===== config.mk =====
export PLATFORM = sky130hd
export DESIGN_NAME = double_ended_hunk_allocator_core
export DESIGN_NICKNAME = d
export VERILOG_FILES = /design/src/sv/hac_pkg.sv /design/src/sv/hac_cell.sv /design/src/sv/double_ended_hunk_allocator_core.sv
export SDC_FILE = /design/constraint.sdc
export NUM_CORES = 1
export LEC_CHECK = 0
export ABC_CLOCK_PERIOD_IN_PS = 7380
export BUFFER_PORTS_ARGS = -buffer_cell sky130_fd_sc_hd__buf_2
export CAP_MARGIN = 10
export CELL_PAD_IN_SITES_DETAIL_PLACEMENT = 1
export CELL_PAD_IN_SITES_GLOBAL_PLACEMENT = 1
export CORE_ASPECT_RATIO = 1.4
export CORE_MARGIN = 2
export CORE_UTILIZATION = 46
export CTS_CLUSTER_SIZE = 30
export DETAILED_ROUTE_END_ITERATION = 8
export PLACE_DENSITY = 0.77
export RECOVER_POWER = 50
export SETUP_SLACK_MARGIN = 0.4
export SLEW_MARGIN = 0
export SYNTH_ARGS = -nofsm -noshare
export SYNTH_HDL_FRONTEND = slang
export SYNTH_SLANG_ARGS = --single-unit

===== constraint.sdc =====
create_clock -name i_clk -period 7.38 [get_ports i_clk]
set_input_delay 1.476 -clock i_clk [delete_from_list [all_inputs] [get_ports i_clk]]
set_output_delay 1.476 -clock i_clk [all_outputs]
set_load 0.01 [all_outputs]

===== src/sv/hac_pkg.sv =====
// Shared types, constants and codes of the double-ended hunk allocator.
package hac_pkg;

    // Hunk geometry and slot table depth
    localparam int unsigned HUNK_BYTES = 4194304;
    localparam int TEMP_SLOTS = 16;
    localparam int ADDR_W = 23;
    localparam int SUM_W = ADDR_W + 2;
    localparam int CNT_W = 5;
    localparam int IDX_W = (TEMP_SLOTS > 1) ? $clog2(TEMP_SLOTS) : 1;
    localparam int OP_W = 3;
    localparam int ERR_W = 3;
    localparam int ALIGN_MASK = 7;

    // Stream payload widths, padded to whole bytes
    localparam int S_DATA_W = 56;
    localparam int M_DATA_W = 32;

    typedef enum logic [OP_W-1:0] {
        OP_BUMP   = 3'd0,
        OP_MARK   = 3'd1,
        OP_RESET  = 3'd2,
        OP_TALLOC = 3'd3,
        OP_TFREE  = 3'd4,
        OP_CHECK  = 3'd5
    } t_op;

    typedef enum logic [ERR_W-1:0] {
        ERR_OK       = 3'd0,
        ERR_FRONT    = 3'd1,
        ERR_BACK     = 3'd2,
        ERR_SLOTS    = 3'd3,
        ERR_BADRST   = 3'd4,
        ERR_NOTFOUND = 3'd5,
        ERR_HELD     = 3'd6
    } t_err;

    // Control broadcast from the sequencer to every slot cell
    typedef struct packed {
        logic              push;   // write wdata into the cell at index cnt
        logic              step;   // advance the chain one place toward cell 0
        logic              keep;   // recycle the head value to the tail
        logic [CNT_W-1:0]  cnt;    // current number of occupied cells
        logic [ADDR_W-1:0] head;   // value leaving cell 0
        logic [ADDR_W-1:0] wdata;  // value to append on push
    } t_cell_ctl;

endpackage


===== src/sv/hac_cell.sv =====
// One slot cell of the temporary allocation chain.
module hac_cell (
    input  logic                      i_clk,
    input  logic [hac_pkg::IDX_W-1:0] i_index,
    input  hac_pkg::t_cell_ctl        i_ctl,
    input  logic [hac_pkg::ADDR_W-1:0] i_next,
    output logic [hac_pkg::ADDR_W-1:0] o_val
);

    logic [hac_pkg::ADDR_W-1:0] r_val;
    logic [hac_pkg::CNT_W-1:0]  w_pos;
    logic [hac_pkg::CNT_W-1:0]  w_pos1;

    assign w_pos  = hac_pkg::CNT_W'(i_index);
    assign w_pos1 = w_pos + hac_pkg::CNT_W'(1);

    // Append at the fill point, or shift in from the right neighbor, or take the head at the tail
    always_ff @(posedge i_clk) begin
        if (i_ctl.push && (w_pos == i_ctl.cnt)) begin
            r_val <= i_ctl.wdata;
        end else if (i_ctl.step && (w_pos1 < i_ctl.cnt)) begin
            r_val <= i_next;
        end else if (i_ctl.step && i_ctl.keep && (w_pos1 == i_ctl.cnt)) begin
            r_val <= i_ctl.head;
        end
    end

    assign o_val = r_val;

endmodule


===== src/sv/double_ended_hunk_allocator_core.sv =====
// Top level of the double-ended hunk allocator: sequencer, levels and slot chain.
//
// Usage: one command transaction on the slave stream (op, req_size, req_addr in
// s_tdata) yields exactly one result transaction on the master stream
// (result_addr, error_code, temp_count in m_tdata). Bump alloc, mark, reset
// front, temp alloc and check finish in the accept cycle; the result appears
// on the master stream in the cycle after the command transaction.
// Temp free rotates the slot chain once per occupied slot, cell 0 presented
// to the compare and max logic each cycle, and then publishes its result from
// the S_FIN state; a free that fails the address range check, or finds the
// table empty, answers from the accept cycle like the other commands.
// One command is worked on at a time: s_tready is high only while the
// sequencer is idle and the result register is empty or being drained.
// A stalled receiver holds the result register, and s_tready stays low until
// the result transaction completes.
// Reset (i_rst_n low at a clock edge) clears both levels and the slot count;
// slot contents are undefined until written and are only read below the count.
module double_ended_hunk_allocator_core (
    input  logic                          i_clk,
    input  logic                          i_rst_n,
    input  logic                          i_s_tvalid,
    output logic                          o_s_tready,
    // [2:0] op, [25:3] req_size, [48:26] req_addr, [55:49] zero
    input  logic [hac_pkg::S_DATA_W-1:0]  i_s_tdata,
    output logic                          o_m_tvalid,
    input  logic                          i_m_tready,
    // [22:0] result_addr, [25:23] error_code, [30:26] temp_count, [31] zero
    output logic [hac_pkg::M_DATA_W-1:0]  o_m_tdata
);

    typedef enum logic [1:0] {
        S_IDLE,
        S_SCAN,
        S_FIN
    } t_state;

    localparam logic [hac_pkg::SUM_W-1:0] HUNK_S = hac_pkg::SUM_W'(hac_pkg::HUNK_BYTES);
    localparam logic [hac_pkg::CNT_W-1:0] SLOTS_C = hac_pkg::CNT_W'(hac_pkg::TEMP_SLOTS);

    t_state                     r_state, n_state;
    logic [hac_pkg::ADDR_W-1:0] r_front, n_front;
    logic [hac_pkg::ADDR_W-1:0] r_back, n_back;
    logic [hac_pkg::CNT_W-1:0]  r_count, n_count;
    logic [hac_pkg::CNT_W-1:0]  r_left, n_left;
    logic [hac_pkg::ADDR_W-1:0] r_key, n_key;
    logic [hac_pkg::ADDR_W-1:0] r_best, n_best;
    logic                       r_found, n_found;
    logic                       r_out_valid, n_out_valid;
    logic [hac_pkg::ADDR_W-1:0] r_res_addr, n_res_addr;
    hac_pkg::t_err              r_res_err, n_res_err;
    logic [hac_pkg::CNT_W-1:0]  r_res_cnt, n_res_cnt;

    hac_pkg::t_cell_ctl         w_ctl;
    logic [hac_pkg::ADDR_W-1:0] w_val [hac_pkg::TEMP_SLOTS];

    logic                       w_accept;
    hac_pkg::t_op               w_op;
    logic [hac_pkg::ADDR_W-1:0] w_size;
    logic [hac_pkg::ADDR_W-1:0] w_addr;
    logic [hac_pkg::SUM_W-1:0]  w_used;
    logic [hac_pkg::SUM_W-1:0]  w_bump_sum;
    logic [hac_pkg::SUM_W-1:0]  w_front_sum;
    logic [hac_pkg::SUM_W-1:0]  w_rsize;
    logic [hac_pkg::SUM_W-1:0]  w_temp_sum;
    logic [hac_pkg::SUM_W-1:0]  w_back_sum;
    logic [hac_pkg::ADDR_W-1:0] w_new_back;
    logic [hac_pkg::SUM_W-1:0]  w_talloc_addr;
    logic [hac_pkg::SUM_W-1:0]  w_key_diff;
    logic                       w_match;

    // Unpack the command and form the level arithmetic
    assign w_op   = hac_pkg::t_op'(i_s_tdata[2:0]);
    assign w_size = i_s_tdata[25:3];
    assign w_addr = i_s_tdata[48:26];

    assign w_used        = hac_pkg::SUM_W'(r_front) + hac_pkg::SUM_W'(r_back);
    assign w_bump_sum    = w_used + hac_pkg::SUM_W'(w_size);
    assign w_front_sum   = hac_pkg::SUM_W'(r_front) + hac_pkg::SUM_W'(w_size);
    assign w_rsize       = (hac_pkg::SUM_W'(w_size) + hac_pkg::SUM_W'(hac_pkg::ALIGN_MASK))
                         & ~hac_pkg::SUM_W'(hac_pkg::ALIGN_MASK);
    assign w_temp_sum    = w_used + w_rsize;
    assign w_back_sum    = hac_pkg::SUM_W'(r_back) + w_rsize;
    assign w_new_back    = w_back_sum[hac_pkg::ADDR_W-1:0];
    assign w_talloc_addr = HUNK_S - w_back_sum;
    assign w_key_diff    = HUNK_S - hac_pkg::SUM_W'(w_addr);
    assign w_match       = (w_val[0] == r_key);

    assign o_s_tready = (r_state == S_IDLE) && (!r_out_valid || i_m_tready);
    assign w_accept   = i_s_tvalid && o_s_tready;

    // Sequence commands and compute next state
    always_comb begin
        n_state     = r_state;
        n_front     = r_front;
        n_back      = r_back;
        n_count     = r_count;
        n_left      = r_left;
        n_key       = r_key;
        n_best      = r_best;
        n_found     = r_found;
        n_out_valid = r_out_valid && !i_m_tready;
        n_res_addr  = r_res_addr;
        n_res_err   = r_res_err;
        n_res_cnt   = r_res_cnt;
        w_ctl.push  = 1'b0;
        w_ctl.step  = 1'b0;
        w_ctl.keep  = 1'b0;
        w_ctl.cnt   = r_count;
        w_ctl.head  = w_val[0];
        w_ctl.wdata = w_new_back;

        unique case (r_state)
            S_IDLE: begin
                if (w_accept) begin
                    n_out_valid = 1'b1;
                    n_res_addr  = '0;
                    n_res_err   = hac_pkg::ERR_OK;
                    n_res_cnt   = r_count;
                    unique case (w_op)
                        hac_pkg::OP_BUMP: begin
                            if (w_bump_sum >= HUNK_S) begin
                                n_res_err = hac_pkg::ERR_FRONT;
                            end else begin
                                n_res_addr = r_front;
                                n_front    = w_front_sum[hac_pkg::ADDR_W-1:0];
                            end
                        end
                        hac_pkg::OP_MARK: begin
                            n_res_addr = r_front;
                        end
                        hac_pkg::OP_RESET: begin
                            if (w_addr > r_front) begin
                                n_res_err = hac_pkg::ERR_BADRST;
                            end else begin
                                n_front    = w_addr;
                                n_res_addr = w_addr;
                            end
                        end
                        hac_pkg::OP_TALLOC: begin
                            if (w_temp_sum >= HUNK_S) begin
                                n_res_err = hac_pkg::ERR_BACK;
                            end else if (r_count >= SLOTS_C) begin
                                n_res_err = hac_pkg::ERR_SLOTS;
                            end else begin
                                w_ctl.push = 1'b1;
                                n_back     = w_new_back;
                                n_count    = r_count + hac_pkg::CNT_W'(1);
                                n_res_cnt  = r_count + hac_pkg::CNT_W'(1);
                                n_res_addr = w_talloc_addr[hac_pkg::ADDR_W-1:0];
                            end
                        end
                        hac_pkg::OP_TFREE: begin
                            if ((hac_pkg::SUM_W'(w_addr) > HUNK_S) || (r_count == '0)) begin
                                n_res_err = hac_pkg::ERR_NOTFOUND;
                            end else begin
                                n_out_valid = 1'b0;
                                n_key       = w_key_diff[hac_pkg::ADDR_W-1:0];
                                n_left      = r_count;
                                n_best      = '0;
                                n_found     = 1'b0;
                                n_state     = S_SCAN;
                            end
                        end
                        hac_pkg::OP_CHECK: begin
                            if (r_back != '0) begin
                                n_res_err = hac_pkg::ERR_HELD;
                            end
                        end
                        default: begin
                        end
                    endcase
                end
            end
            S_SCAN: begin
                // Rotate the chain; drop matches, keep the largest survivor
                w_ctl.step = 1'b1;
                w_ctl.keep = !w_match;
                if (w_match) begin
                    n_found = 1'b1;
                    n_count = r_count - hac_pkg::CNT_W'(1);
                end else if (w_val[0] > r_best) begin
                    n_best = w_val[0];
                end
                n_left = r_left - hac_pkg::CNT_W'(1);
                if (r_left == hac_pkg::CNT_W'(1)) begin
                    n_state = S_FIN;
                end
            end
            S_FIN: begin
                // Publish the free result once the output register is free
                if (!r_out_valid || i_m_tready) begin
                    n_out_valid = 1'b1;
                    n_res_addr  = '0;
                    n_res_cnt   = r_count;
                    n_res_err   = r_found ? hac_pkg::ERR_OK : hac_pkg::ERR_NOTFOUND;
                    if (r_found) begin
                        n_back = r_best;
                    end
                    n_state = S_IDLE;
                end
            end
            default: begin
                n_state = S_IDLE;
            end
        endcase
    end

    // Hold state and registered result
    always_ff @(posedge i_clk) begin
        if (!i_rst_n) begin
            r_state     <= S_IDLE;
            r_front     <= '0;
            r_back      <= '0;
            r_count     <= '0;
            r_left      <= '0;
            r_found     <= 1'b0;
            r_out_valid <= 1'b0;
        end else begin
            r_state     <= n_state;
            r_front     <= n_front;
            r_back      <= n_back;
            r_count     <= n_count;
            r_left      <= n_left;
            r_found     <= n_found;
            r_out_valid <= n_out_valid;
        end
        r_key      <= n_key;
        r_best     <= n_best;
        r_res_addr <= n_res_addr;
        r_res_err  <= n_res_err;
        r_res_cnt  <= n_res_cnt;
    end

    // Slot chain: each cell hands its value to its left neighbor on a step
    for (genvar g = 0; g < hac_pkg::TEMP_SLOTS; g++) begin : g_cell
        logic [hac_pkg::ADDR_W-1:0] w_next;
        if (g == hac_pkg::TEMP_SLOTS - 1) begin : g_tail
            assign w_next = w_val[g];
        end else begin : g_body
            assign w_next = w_val[g+1];
        end
        hac_cell u_cell (
            .i_clk   (i_clk),
            .i_index (hac_pkg::IDX_W'(g)),
            .i_ctl   (w_ctl),
            .i_next  (w_next),
            .o_val   (w_val[g])
        );
    end

    assign o_m_tvalid = r_out_valid;
    assign o_m_tdata  = {1'b0, r_res_cnt, r_res_err, r_res_addr};

    // Slot count never exceeds the table depth
    a_count_range: assert property (@(posedge i_clk) disable iff (!i_rst_n)
        r_count <= SLOTS_C)
        else $error("slot count beyond table depth");

    // Front and back regions never meet
    a_levels_apart: assert property (@(posedge i_clk) disable iff (!i_rst_n)
        w_used < HUNK_S)
        else $error("front and back levels overlap");

    // Remaining scan steps never exceed the live slot count
    a_scan_bound: assert property (@(posedge i_clk) disable iff (!i_rst_n)
        (r_state == S_SCAN) |-> (r_left <= r_count))
        else $error("scan step count exceeds slot count");

    // A failed command reports address zero
    a_err_addr: assert property (@(posedge i_clk) disable iff (!i_rst_n)
        (r_out_valid && (r_res_err != hac_pkg::ERR_OK)) |-> (r_res_addr == '0))
        else $error("error result carries an address");

endmodule


==> results.json, run 1 <==
{
  "max_stage_delay_ps": 790,
  "whs_ps": 487,
  "max_slew_margin_pct": -92.4,
  "dieWidth_um": 226,
  "hold_class": "flop to flop",
  "avgSynthCellArea_um2": 9.85,
  "hold_viol_final": 0,
  "irDropWorstVdd_uv": 151,
  "clock_latency_ps": 620,
  "cts.clk_slew.worst_paths_ps": 60,
  "cp_max_fo": 12,
  "drt-vias-per-instance": 6.17,
  "core-area_um2": 68800,
  "finalMaxSlewViolations": 138,
  "start_kind": "flop",
  "end_kind": "flop",
  "final_common_cell": "edfxtp_1",
  "ys_seq_elements": 505,
  "grt_overflow": 0,
  "rows": 114,
  "yosysTopAreaCell": "edfxtp_1",
  "synth_edf_count": 445,
  "grt_use_total_pct": 28.6,
  "numClockSinks": 505,
  "yosysWarnings": 0,
  "final_cell_mix": "edfxtp_1, a21oi_1, nand2_1",
  "layout-drive-gt1-share_pct": 11.4,
  "drt-total-wl_mm": 102,
  "synthTopCellsByArea": "edfxtp_1, ha_1, a21oi_1, a211oi_1, mux2i_1",
  "start_util_pct": 46.3,
  "p_per_area_nw_per_um2": 188,
  "via_count": 25800,
  "cts_root_buf": "clkbuf_16",
  "dp_hpwl_mm": 74.3,
  "crit_top_cell": "o21ai_0",
  "post-place-ws_ps": 225,
  "antenna_cells": 0,
  "setup_viol": 0,
  "skew_ps": 24.1,
  "violations": "max-capacitance violations, max-slew violations",
  "drv_cap": 3,
  "place_congestion": 0.974,
  "synth_cell_types": 82,
  "arrival_ps": 7270,
  "antenna_found_initial": 1,
  "crit_type": "flop to flop",
  "outcome": "finished with violations",
  "drtIter0Drc": 1492,
  "max_freq_mhz": 145,
  "area.growth.synth_to_final_pct": 10.3,
  "final_cells": 4191,
  "regArea_um2": 14600,
  "cts_buffers": 52,
  "wl_per_cell_um": 24.3,
  "p_leak_nw": 13.2,
  "path_depth": 24,
  "crit_chain": "ha_1 > inv_1 > fa_1 > nor2b_1 > o21ai_0 > a21boi_0 > o21ai_0 > a21boi_0 > o21ai_0 > a21bo_1 > a31o_2 > o21ai_0 > xor2_1 > ha_1 > inv_1 > o21ai_0 > a21oi_1 > o21ai_0 > a21oi_1 > or4_1 > a21oi_4 > and4_1 > clkbuf_2 > mux2_2",
  "pin_count": 94,
  "rsz0062_at_grt": "false",
  "async_flop_share_pct": 0,
  "h-tree-depth": 2,
  "grt_pass1_vias": 27700,
  "multi_input_area_um2": 16000,
  "critPathRequiredTime_ps": 7730,
  "grt_max_degree": 56,
  "cts_tree": "done",
  "port_buffers": 85,
  "worstMarginPinSlew_ps": 2890,
  "synth_top_area_share_pct": 42.0,
  "fillers": 7712,
  "synth_fp_nets": 3458,
  "min_period_ps": 6920,
  "slowest_stage": "or4_1",
  "dieHeight_um": 315,
  "dr.pass1.iters": 5,
  "grt_pass1_wl_mm": 158,
  "fin_crit_sh_pct": 93.7,
  "syn_area_um2": 31800,
  "synthFlopType": "edfxtp_1",
  "setup_tns_ps": 0,
  "min_path_cells": 2,
  "ys_seq_area_share_pct": 45.8,
  "rr_worst_depth": 24,
  "setup_slack_ps": 464,
  "nets": 3454,
  "dpl.cell_count": 4099,
  "ant_nets": 0,
  "cts_buffer_depth": 3,
  "syn_inst": 3230,
  "cp.buffers_inverters": 3,
  "drc": 0,
  "critPathTopFamily": "compound AO/OA/AOI/OAI gates",
  "p_total_mw": 6.61,
  "die_area_um2": 71300
}
## flip-flops by register name, summed over array words and instances, names as in the netlist
register	cells
g_cell.u_cell.o_val	368
r_back	23
r_best	23
r_front	23
r_key	23
r_res_addr	23
r_count	5
r_left	5
r_res_cnt	5
r_res_err	3
r_state	2
o_m_tvalid	1
r_found	1
## routing by layer
metal	wire, um	track usage, %
met5	0	0
met4	6060	15.6
met3	3440	3.22
met2	54900	54.3
met1	37300	30.5
## repair_timing
action	in CTS	in global routing
hold buffers	0	0
gates resized for setup	0	3
buffers inserted	0	1
endpoints found under the setup margin	0	31
## area by class of cell
| class | count | area share (%) |
|---|---|---|
| clock buffer | 68 | 4.14 |
| clock inverter | 23 | 0.527 |
| inverter | 95 | 1.02 |
| multi-input combinational | 2376 | 45.6 |
| sequential | 505 | 41.5 |
| tap | 928 | 3.31 |
| timing repair buffer | 196 | 3.88 |
## worst min-delay path, cell delays in order (launching register included)
cell and delay (ps):
dfxtp_1 330, nand2_1 60, a21oi_1 50
## final timing paths
| path | start | end | slack, ps |
|---|---|---|---|
| min reg2reg | r_left[1] | r_left[1] | 490 |
| max | r_front[0] | g_cell[0].u_cell.o_val[1] | 460 |
| max reg2reg | r_front[0] | g_cell[0].u_cell.o_val[1] | 460 |
| min | r_left[1] | r_left[1] | 490 |
## where the power goes
part | internal (mW) | total (mW) | leakage [nW] | switching (mW)
Combinational | 0.297 | 0.849 | 7.91 | 0.552
Clock | 1.45 | 2.61 | 0.805 | 1.16
Sequential | 3.11 | 3.14 | 4.53 | 0.0313
Total | 4.86 | 6.61 | 13.2 | 1.74
## synth_stat cells, types with 17 or more instances
cell	number
clkbuf_1	206
mux2i_1	125
xnor2_1	78
a21o_1	62
mux2_2	105
ha_1	163
nand4_1	32
nand2_1	281
nor3_1	40
a211oi_1	177
and2_1	31
inv_1	93
o21a_1	17
o21ai_0	193
edfxtp_1	445
buf_2	42
a21oi_1	335
a222oi_1	18
nor2_1	270
nor2b_1	115
nand3_1	38
xor2_1	51
and3_1	32
dfxtp_1	60
## cells by family (layout without fill, tap and decap cells)
| group | count (synthesis) | count (layout) | synth area share (%) |
|---|---|---|---|
| XOR/XNOR | 130 | 130 | 3.63 |
| adder cells (fa/ha/maj) | 168 | 168 | 6.72 |
| flip-flops | 505 | 505 | 45.8 |
| multiplexers | 230 | 230 | 7.65 |
| AO/OA/AOI/OAI | 914 | 914 | 17.9 |
| other | 1 | 1 | 0.0118 |
| buffers and inverters | 349 | 382 | 4.34 |
| AND/OR/NAND/NOR | 933 | 933 | 14.0 |
## through the flow
stage / util, % / instance area [um2]
final: 51.1 / 35100
after detailed placement: 48.8 / 33600
after floorplan: - / 31800
after CTS: 51.2 / 35200
after global placement: 48.8 / 33600
after global routing: 51.1 / 35100
(Power assumes the default switching activity.)
==> inputs of run 2 (changes only) <==
--- a/config.mk
+++ b/config.mk
@@ -15,6 +15,7 @@
 export CORE_UTILIZATION = 46
 export CTS_CLUSTER_SIZE = 30
 export DETAILED_ROUTE_END_ITERATION = 8
+export MAX_ROUTING_LAYER = met4
 export PLACE_DENSITY = 0.77
 export RECOVER_POWER = 50
 export SETUP_SLACK_MARGIN = 0.4
==> results.json, run 2 (synthesis gave the netlist of run 1 again) <==
{
  "dieWidth_um": 226,
  "rsz0062_at_grt": "true",
  "final_common_cell": "edfxtp_1",
  "max_freq_mhz": 145,
  "h-tree-depth": 2,
  "dpl.cell_count": 4103,
  "cts_tree": "done",
  "drt-vias-per-instance": 6.15,
  "reg2reg_slack_ps": 490,
  "place_congestion": 0.971,
  "irDropWorstVdd_uv": 161,
  "grt_pass1_vias": 28100,
  "violations": "max-capacitance violations, max-slew violations",
  "ant_nets": 0,
  "arrival_ps": 7160,
  "antenna_found_initial": 2,
  "core-area_um2": 68800,
  "drv_cap": 4,
  "pin_count": 94,
  "worstMarginPinSlew_ps": 2510,
  "crit_type": "flop to flop",
  "grt_use_met2_pct": 53.4,
  "final_cells": 4206,
  "grt_pass1_wl_mm": 160,
  "nets": 3459,
  "grt_overflow": 0,
  "start_util_pct": 46.3,
  "use_met1_pct": 30.7,
  "holdBufCountCts": 0,
  "start_kind": "flop",
  "cts_buffers": 53,
  "regToRegEndpoint": "g_cell[2].u_cell.o_val[17]",
  "drc": 0,
  "grt_max_degree": 56,
  "met3_usage_pct": 3.41,
  "drt-total-wl_mm": 102,
  "largest_reg_flops": 368,
  "fin_crit_sh_pct": 93.4,
  "grt_busiest_layer": "met2",
  "post-place-ws_ps": 313,
  "hold_class": "flop to flop",
  "hold_viol_final": 0,
  "max_slew_margin_pct": -67.4,
  "cts_buffer_depth": 3,
  "drtIter0Drc": 1471,
  "setup_slack_ps": 487,
  "stdcell_area_um2": 35200,
  "area.growth.synth_to_final_pct": 10.5,
  "outcome": "finished with violations",
  "cp_max_fo": 23,
  "p_leak_nw": 13.3,
  "die_area_um2": 71300,
  "min_period_ps": 6890,
  "fillers": 7733,
  "min_path_cells": 2,
  "wl_per_cell_um": 24.3,
  "hold_start": "r_left[1]",
  "port_buffers": 85,
  "layout-drive-gt1-share_pct": 11.6,
  "setup_tns_ps": 0,
  "final_cell_mix": "edfxtp_1, a21oi_1, nand2_1",
  "end_kind": "flop",
  "dp_hpwl_mm": 74.3,
  "dr.pass1.iters": 8,
  "placed_cell_area_um2": 33600,
  "rows": 114,
  "grt_use_total_pct": 29.8,
  "whs_ps": 479,
  "p_per_area_nw_per_um2": 190,
  "regToRegStartpoint": "r_front[0]",
  "holdPathEnd": "r_left[1]",
  "cts_root_buf": "clkbuf_16",
  "critPathRequiredTime_ps": 7650,
  "skew_ps": 16.1,
  "via_count": 25900,
  "numClockSinks": 505,
  "cts.clk_slew.worst_paths_ps": 60,
  "clock_latency_ps": 640,
  "rr_worst_depth": 24,
  "setup_viol": 0,
  "finalMaxSlewViolations": 139,
  "dieHeight_um": 315
}
run 2: cell types whose count changed in the layout (fill, tap and decap cells not counted), sizes merged:
cell,delta
buf,+11
clkbuf,-8
clkinv,+5
inv,+3
bufinv,+2
diode,+2
run 2: how the worst max path moves through the flow:
stage                     depth (start not counted)         start  slack (ps)                    endpoint
after floorplan                                  19  i_s_tdata[4]         710  g_cell[14].u_cell.o_val[0]
after global placement                           21  i_s_tdata[4]         450                  r_back[15]
after detailed placement                         21  i_s_tdata[4]         310                  r_back[13]
after CTS                                        25    r_front[0]         560                  r_back[12]
after global routing                             25    r_front[0]         200  g_cell[4].u_cell.o_val[11]
final                                            24    r_front[0]         490  g_cell[2].u_cell.o_val[17]
run 2: area by class of cell:
class / count / area (um2) / share of cell area [%]
tap: 928 / 1160 / 3.30
timing repair buffer: 200 / 1390 / 3.95
sequential: 505 / 14600 / 41.4
clock buffer: 67 / 1390 / 3.95
inverter: 95 / 357 / 1.01
clock inverter: 33 / 287 / 0.815
multi-input combinational: 2376 / 16000 / 45.6
antenna: 2 / 5.00 / 0.0142
run 2: metal layers:
metal	part of all wire (%)	vias up	wire length, um
met3	3.6	317	3680
met5	0	-	0
met4	7.0	0	7210
li1	-	11900	-
met2	53	660	54000
met1	37	13000	37500
run 2: through the flow:
stage / utilization (%) / power, mW
detailed placement: 48.9 / 4.03
finish: 51.2 / 6.67
global placement: 48.9 / 4.00
floorplan: - / 3.72
global route: 51.2 / 6.88
CTS: 51.3 / 6.69
run 2: timing repair:
action / CTS / global route
endpoints found under the hold margin: 0 / 0
resized for setup: 0 / 9
endpoints found under the setup margin: 0 / 562
buffers inserted: 0 / 1
run 2: critical path, cell delays in order (launching register included):
cell	delay, ps
dfxtp_1	460
ha_1	240
inv_1	70
fa_1	400
nor2b_1	120
o21ai_0	130
a21boi_0	270
o21ai_0	150
a21boi_0	250
o21ai_0	170
a21bo_2	300
a31o_1	310
o21ai_0	220
xor2_1	280
ha_1	220
a41oi_1	120
o21ai_1	160
a21oi_1	100
o21ai_0	310
a21oi_1	110
or4_1	780
a21oi_4	400
and4_1	330
a21o_1	110
clkbuf_4	470
run 2: power breakdown:
part           switching [mW]  internal [mW]  leakage (nW)
Combinational           0.554          0.297          7.94
Clock                    1.20           1.48         0.820
Sequential             0.0292           3.11          4.53
